File: src/design/u8sd_pkg.sv
// Shared types and constants for the UTF-8 stream decoder.
`timescale 1ns / 1ps

package u8sd_pkg;

    localparam int UNIT_W   = 21;
    localparam int STATUS_W = 2;
    localparam int MAX_RES  = 3;

    localparam logic [STATUS_W-1:0] ST_UNIT      = 2'd0;
    localparam logic [STATUS_W-1:0] ST_END_OK    = 2'd1;
    localparam logic [STATUS_W-1:0] ST_END_STRAY = 2'd2;
    localparam logic [STATUS_W-1:0] ST_END_TRUNC = 2'd3;

    localparam logic [0:0] REG_UTF16_OUTPUT = 1'b0;
    localparam logic [0:0] REG_SKIP_BOM     = 1'b1;

    localparam logic [7:0] BOM_B0 = 8'hEF;
    localparam logic [7:0] BOM_B1 = 8'hBB;
    localparam logic [7:0] BOM_B2 = 8'hBF;

    localparam logic [15:0] HI_SURR_BASE = 16'hD800;
    localparam logic [15:0] LO_SURR_BASE = 16'hDC00;

    typedef struct packed {
        logic [UNIT_W-1:0]   unit;
        logic [STATUS_W-1:0] status;
        logic                run_last;
    } result_t;

    // up to three results from one byte, filled from entry 0 upward
    typedef struct packed {
        logic [1:0]                count;
        result_t [MAX_RES-1:0]     items;
    } result_group_t;

endpackage

File: src/design/u8sd_decode.sv
// Decoder state, configuration registers and per-byte result generation.
`timescale 1ns / 1ps

module u8sd_decode (
    input  logic                     clk,
    input  logic                     rst_n,
    input  logic                     cfg_we,
    input  logic [0:0]               cfg_index,
    input  logic [0:0]               cfg_data,
    input  logic                     take,
    input  logic [7:0]               data_byte,
    input  logic                     end_of_buffer,
    output u8sd_pkg::result_group_t  group
);

    logic                        utf16_reg;
    logic                        skip_bom_reg;
    logic [u8sd_pkg::UNIT_W-1:0] acc_reg,   acc_next;
    logic [1:0]                  cont_reg,  cont_next;
    logic                        fail_reg,  fail_next;
    logic                        start_reg, start_next;
    logic                        bom_reg,   bom_next;

    logic                        emit_v;
    logic [u8sd_pkg::UNIT_W-1:0] emit_cp;
    logic [u8sd_pkg::UNIT_W-1:0] acc_cat;
    logic                        bom_keep;
    logic [u8sd_pkg::UNIT_W-1:0] off;
    logic                        pair;
    logic [1:0]                  emit_n;
    logic [u8sd_pkg::STATUS_W-1:0] end_st;
    u8sd_pkg::result_t           r_a, r_b, r_end;

    always_comb
    begin
        acc_next   = acc_reg;
        cont_next  = cont_reg;
        fail_next  = fail_reg;
        start_next = 1'b0;
        bom_next   = bom_reg;
        emit_v     = 1'b0;
        emit_cp    = '0;
        acc_cat    = {acc_reg[u8sd_pkg::UNIT_W-7:0], data_byte[5:0]};
        bom_keep   = bom_reg && (data_byte == ((cont_reg == 2'd2) ? u8sd_pkg::BOM_B1
                                                                  : u8sd_pkg::BOM_B2));

        priority if (fail_reg)
        begin
            // failed buffer: byte dropped
        end
        else if (cont_reg != 2'd0)
        begin
            cont_next = cont_reg - 2'd1;
            emit_cp   = acc_cat;
            if (cont_reg == 2'd1)
            begin
                emit_v   = !bom_keep;
                bom_next = 1'b0;
                acc_next = '0;
            end
            else
            begin
                bom_next = bom_keep;
                acc_next = acc_cat;
            end
        end
        else if (data_byte[7] == 1'b0)
        begin
            emit_v  = 1'b1;
            emit_cp = {13'd0, data_byte};
        end
        else if (data_byte[7:6] == 2'b10)
        begin
            fail_next = 1'b1;
        end
        else if (data_byte[7:5] == 3'b110)
        begin
            acc_next  = {16'd0, data_byte[4:0]};
            cont_next = 2'd1;
        end
        else if (data_byte[7:4] == 4'b1110)
        begin
            acc_next  = {17'd0, data_byte[3:0]};
            cont_next = 2'd2;
            bom_next  = start_reg && skip_bom_reg && (data_byte == u8sd_pkg::BOM_B0);
        end
        else if (data_byte[7:3] == 5'b11110)
        begin
            acc_next  = {18'd0, data_byte[2:0]};
            cont_next = 2'd3;
        end
        else
        begin
            emit_v  = 1'b1;
            emit_cp = '0;
        end

        priority if (fail_next)
            end_st = u8sd_pkg::ST_END_STRAY;
        else if (cont_next != 2'd0)
            end_st = u8sd_pkg::ST_END_TRUNC;
        else
            end_st = u8sd_pkg::ST_END_OK;

        if (end_of_buffer)
        begin
            acc_next   = '0;
            cont_next  = 2'd0;
            fail_next  = 1'b0;
            start_next = 1'b1;
            bom_next   = 1'b0;
        end

        off  = emit_cp - 21'h10000;
        pair = utf16_reg && (emit_cp[20:16] != 5'd0);

        r_a = '{unit: emit_cp, status: u8sd_pkg::ST_UNIT, run_last: 1'b0};
        r_b = '{unit: '0, status: u8sd_pkg::ST_UNIT, run_last: 1'b0};
        if (pair)
        begin
            r_a.unit = {5'd0, u8sd_pkg::HI_SURR_BASE + {6'd0, off[19:10]}};
            r_b.unit = {5'd0, u8sd_pkg::LO_SURR_BASE + {6'd0, off[9:0]}};
        end
        r_end = '{unit: '0, status: end_st, run_last: 1'b1};

        emit_n = !emit_v ? 2'd0 : (pair ? 2'd2 : 2'd1);

        group.items    = {r_end, r_b, r_a};
        group.count    = emit_n + {1'b0, end_of_buffer};
        unique case (emit_n)
            2'd0:
            begin
                group.items[0] = r_end;
            end
            2'd1:
            begin
                group.items[1]          = r_end;
                group.items[0].run_last = !end_of_buffer;
            end
            2'd2:
            begin
                group.items[2]          = r_end;
                group.items[1].run_last = !end_of_buffer;
            end
            default:
            begin
                group.items[0] = r_end;
            end
        endcase
    end

    always_ff @(posedge clk or negedge rst_n)
    begin
        if (!rst_n)
        begin
            utf16_reg    <= 1'b0;
            skip_bom_reg <= 1'b0;
            acc_reg      <= '0;
            cont_reg     <= 2'd0;
            fail_reg     <= 1'b0;
            start_reg    <= 1'b1;
            bom_reg      <= 1'b0;
        end
        else
        begin
            if (cfg_we && cfg_index == u8sd_pkg::REG_UTF16_OUTPUT)
                utf16_reg <= cfg_data[0];
            if (cfg_we && cfg_index == u8sd_pkg::REG_SKIP_BOM)
                skip_bom_reg <= cfg_data[0];
            if (take)
            begin
                acc_reg   <= acc_next;
                cont_reg  <= cont_next;
                fail_reg  <= fail_next;
                start_reg <= start_next;
                bom_reg   <= bom_next;
            end
        end
    end

endmodule

File: src/design/u8sd_outq.sv
// Four-entry result queue that takes up to three results a cycle while room is high.
`timescale 1ns / 1ps

module u8sd_outq (
    input  logic                     clk,
    input  logic                     rst_n,
    input  logic                     push,
    input  u8sd_pkg::result_group_t  group,
    output logic                     room,
    output logic                     out_valid,
    input  logic                     out_ready,
    output u8sd_pkg::result_t        out_item
);

    u8sd_pkg::result_t q_reg [4];
    logic [1:0]        wr_ptr_reg, wr_ptr_next;
    logic [1:0]        rd_ptr_reg, rd_ptr_next;
    logic [2:0]        count_reg,  count_next;
    logic [1:0]        push_n;
    logic              pop;

    assign push_n    = push ? group.count : 2'd0;
    assign pop       = out_valid && out_ready;
    assign out_valid = (count_reg != 3'd0);
    assign out_item  = q_reg[rd_ptr_reg];
    assign room      = (count_reg <= 3'd1);

    always_comb
    begin
        wr_ptr_next = wr_ptr_reg + push_n;
        rd_ptr_next = rd_ptr_reg + {1'b0, pop};
        count_next  = count_reg + {1'b0, push_n} - {2'd0, pop};
    end

    always_ff @(posedge clk)
    begin
        for (int k = 0; k < u8sd_pkg::MAX_RES; k++)
        begin
            if (push && ({1'b0, 2'(k)} < {1'b0, group.count}))
                q_reg[wr_ptr_reg + 2'(k)] <= group.items[k];
        end
    end

    always_ff @(posedge clk or negedge rst_n)
    begin
        if (!rst_n)
        begin
            wr_ptr_reg <= 2'd0;
            rd_ptr_reg <= 2'd0;
            count_reg  <= 3'd0;
        end
        else
        begin
            wr_ptr_reg <= wr_ptr_next;
            rd_ptr_reg <= rd_ptr_next;
            count_reg  <= count_next;
        end
    end

endmodule

File: src/design/utf8_stream_decoder_unit.sv
// Top level of the UTF-8 stream decoder.
`timescale 1ns / 1ps

// Decodes a UTF-8 byte stream into code points or UTF-16 units. One byte is
// taken per cycle while s_tready is high; each byte yields zero to three
// results (a unit, a surrogate pair, and an end-of-buffer status on the byte
// with tlast). The results drain one per cycle, while m_tready is high, from a
// four-entry output queue, and s_tready is high while at most one result
// waits there, so bytes that give one result each stream at one per cycle
// while m_tready holds high. Write configuration only while the block is idle.

module utf8_stream_decoder_unit (
    input  logic        clk,
    input  logic        rst_n,
    input  logic        cfg_we,
    input  logic [0:0]  cfg_index,
    input  logic [0:0]  cfg_data,
    input  logic        s_tvalid,
    output logic        s_tready,
    input  logic [7:0]  s_tdata,   // [7:0] data_byte
    input  logic        s_tlast,   // end_of_buffer
    output logic        m_tvalid,
    input  logic        m_tready,
    output logic [23:0] m_tdata,   // [20:0] unit, [23:21] zero
    output logic [1:0]  m_tuser,   // [1:0] status
    output logic        m_tlast    // run_last
);

    logic                    take;
    logic                    room;
    u8sd_pkg::result_group_t group;
    u8sd_pkg::result_t       item;

    assign s_tready = room;
    assign take     = s_tvalid && room;

    u8sd_decode u_decode (
        .clk           (clk),
        .rst_n         (rst_n),
        .cfg_we        (cfg_we),
        .cfg_index     (cfg_index),
        .cfg_data      (cfg_data),
        .take          (take),
        .data_byte     (s_tdata),
        .end_of_buffer (s_tlast),
        .group         (group)
    );

    u8sd_outq u_outq (
        .clk       (clk),
        .rst_n     (rst_n),
        .push      (take),
        .group     (group),
        .room      (room),
        .out_valid (m_tvalid),
        .out_ready (m_tready),
        .out_item  (item)
    );

    assign m_tdata = {3'd0, item.unit};
    assign m_tuser = item.status;
    assign m_tlast = item.run_last;

endmodule

File: config.mk
export PLATFORM = sky130hd
export DESIGN_NAME = utf8_stream_decoder_unit
export DESIGN_NICKNAME = d
export VERILOG_FILES = /design/src/design/u8sd_pkg.sv /design/src/design/u8sd_decode.sv /design/src/design/u8sd_outq.sv /design/src/design/utf8_stream_decoder_unit.sv
export SDC_FILE = /design/constraint.sdc
export NUM_CORES = 1
export LEC_CHECK = 0
export ABC_CLOCK_PERIOD_IN_PS = 5100
export BUFFER_PORTS_ARGS = -buffer_cell sky130_fd_sc_hd__clkbuf_2
export CORE_UTILIZATION = 55
export CTS_CLUSTER_SIZE = 20
export DETAILED_ROUTE_END_ITERATION = 12
export PLACE_DENSITY = 0.76
export REMOVE_ABC_BUFFERS = 1
export SYNTH_ARGS = -nofsm -noshare
export SYNTH_HDL_FRONTEND = slang
export SYNTH_SLANG_ARGS = --single-unit
File: constraint.sdc
create_clock -name clk -period 5.1 [get_ports clk]
set_input_delay 0 -clock clk [delete_from_list [all_inputs] [get_ports clk]]
set_output_delay 0 -clock clk [all_outputs]
set_load 0.03 [all_outputs]
==> out/metrics.csv <==
metric,value,unit
outcome,"complete, no violations",
pin_count,45,
setup_tns,0,ns
cts_tree,built,
hpwl,15770,um
min-delay-start,s_tdata[3],
routabilityCongestion,1.037,
finalCritPeriodShare,0.9193,
layout-drive-gt1-share,0.1983,
routedWlPerCell,23.07,um
grt_setup_unrepaired,false,
hold_class,input pin to register,
leakagePower,2.996,nW
setup_slack,0.4116,ns
cp-end-kind,register,
synthCells,760,
reg2reg_depth,12,
wl_met2,10480,um
critPathLaunchType,register,
drtPass1Iterations,8,
grt_usage,0.3646,
r2r_slack,0.41,ns
nNetsFinal,826,
cts_resized,0,
ys_warn_count,0,
hold_end,u_outq.q_reg[1][6],
synthToLayoutAreaGrowth,14.50,%
synth_ff_type,dfxtp_1,
largest_reg_flops,96,
clk_latency,0.43,ns
async_flop_share,0.2320,
htree_num_levels,4,
drc,0,
met3_length,2457,um
cts.clk_slew.worst_paths,0.05,ns
grt_pass1_wl,35370,um
path_max_fanout,19,
slew_violations,0,
setup_viol,0,
period_needed,4.688,ns
vias,6649,
slew_headroom,0.2234,
setup.worst_path.class,register to register,
clockBufferDepth,2,
m1WireLength,8900,um
cts_root_buf,clkbuf_16,
grt_max_degree,31,
start_util,0.5720,
viasPerCell,6.785,
finClkSkew,0.008674,ns
highest_layer,met4,
fill_cells,1003,
core-area,0.01216,mm2
hold_violations,0,
portBuffers,41,
synth_edf_count,8,
ir_worst_vdd,318.1,uV
worstPathArrival,5.00,ns
worstPathRequired,5.41,ns
ys_ff_latch,125,
max_freq,213.3,MHz
rr_endpoint,u_outq.count_reg[2],
syn-cell-area,0.006957,mm2
rr_startpoint,u_decode.fail_reg,
grt_pass1_vias,6388,
drv_cap,0,
power.total,4.022,mW
postRouteAntennaNets,0,
holdPathStages,3,
tightest_slew,1.158,ns
gr-total-overflow,0,
drt_iter0_markers,905,
place_ws,0.5434,ns
seq_area_frac_synth,0.3923,
synth_cell_types,90,
fp.dieArea,0.01310,mm2
numCtsBuffers,17,
dieHeight,114.5,um
cellPowerDensity,505.0,mW/mm2
routed_wl,22610,um
placementRows,40,
antenna_found_initial,0,
antenna_cells,0,
syn_area_per_cell,9.154,um2
cts.sinks,125,
die_x,114.5,um
## critical path: stages (launching register included)
cell and delay, ns:
dfrtp_1 0.55, o21ba_2 0.39, nand2_1 0.10, ha_1 0.32, nor4b_4 0.20, a211o_1 0.54
o31ai_4 0.86, nand2_1 0.37, nand2_1 0.23, ha_1 0.27, fa_1 0.44, xor2_1 0.16
xnor2_1 0.12
## timing repair
item                                   in CTS  in global routing
hold buffers                               10                  0
endpoints found under the hold margin      38                  0
setup buffers                               0                  0
setup endpoints to repair                   0                  0
## how the worst max path moves through the flow
stage                    startpoint                  end  slack (ns)
4_1_cts           u_decode.fail_reg  u_outq.count_reg[2]        0.52
6_report          u_decode.fail_reg  u_outq.count_reg[2]        0.41
2_1_floorplan  u_decode.cont_reg[1]  u_outq.count_reg[2]        0.30
3_3_place_gp      u_decode.fail_reg   u_outq.q_reg[3][1]        0.69
5_1_grt           u_decode.fail_reg  u_outq.count_reg[2]        0.19
3_5_place_dp      u_decode.fail_reg  u_outq.count_reg[2]        0.54
## per-layer routing
metal | track usage | up-vias
met5 | 0 | -
met4 | 0.1697 | 0
met3 | 0.09582 | 72
met2 | 0.5685 | 464
met1 | 0.4743 | 3184
li1 | - | 2929
## power breakdown
group | switching (mW) | internal (mW) | leakage, nW
Sequential | 0.179 | 1.17 | 1.17
Combinational | 0.975 | 0.546 | 1.55
Clock | 0.441 | 0.710 | 0.275
Total | 1.59 | 2.43 | 3.00
## cells in the final DEF, fill, tap and decap left out, drive strengths merged, types with 5 or more instances in the layout
cell         instances
xnor2                6
nand4                7
dfrtp               28
nor2                47
nand3               31
mux4                24
a22o                 7
clkinv               5
a31o                 6
and3                10
edfxtp               8
inv                 16
o31ai                6
dlygate4sd3         10
a21oi               73
o211ai               7
a22oi                8
buf                 27
dfxtp               88
o21a                 5
mux2i                6
a221oi               8
a211oi               6
o21ai               33
a32o                 6
clkbuf              66
nor3                16
nand2              134
ha                   8
a31oi               16
a221o               10
## metrics by stage
stage               cells    util  area, um2  hold WS, ns
floorplan             704       -       6688      -0.2956
global placement      940  0.6007       7306      0.07959
detailed placement    940  0.6007       7306      0.09076
CTS                   980  0.6549       7965      0.01198
global route          980  0.6549       7965      0.06418
finish                980  0.6549       7965      0.03943
## cell families after synthesis
logic type      count (synthesis)  share of synthesized area
compound gates                237                     0.2592
xor+xnor                        9                    0.01133
fa+ha+maj                       9                    0.01727
buf+inv                        75                    0.04892
flops                         125                     0.3923
mux                            31                    0.08795
other cells                     1                  0.0005391
simple gates                  273                     0.1826
## final cells by class
class	count	area, um2	area share
Clock buffer	25	528.0	0.06629
Clock inverter	5	31.28	0.003927
Inverter	17	63.81	0.008011
Multi-Input combinational cell	562	3895	0.4890
Sequential cell	125	2729	0.3426
Tap cell	168	210.2	0.02639
Timing Repair Buffer	78	508.0	0.06378
## cell usage after synthesis (6+ instances only)
cell	instances	share of area
xnor2_1	6	0.0076
o211ai_1	7	0.0076
edfxtp_1	8	0.035
a31oi_1	11	0.0099
mux2i_1	6	0.0086
nand4_1	6	0.0054
clkbuf_1	21	0.011
a21oi_1	70	0.050
dfxtp_1	88	0.25
a22oi_1	8	0.0086
o21ai_0	31	0.022
nor2_1	46	0.025
nand2_1	134	0.072
buf_4	8	0.0086
a32o_1	6	0.0086
mux4_2	24	0.078
dfrtp_1	28	0.10
nor3_1	16	0.012
a22o_1	7	0.0088
and3_1	10	0.0090
buf_1	6	0.0032
nand3_1	30	0.022
ha_1	8	0.014
a221oi_1	6	0.0076
a221o_1	10	0.014
a31o_2	6	0.0076
inv_1	14	0.0076
buf_2	23	0.017
Note: power is estimated with default switching activity, not from simulation.
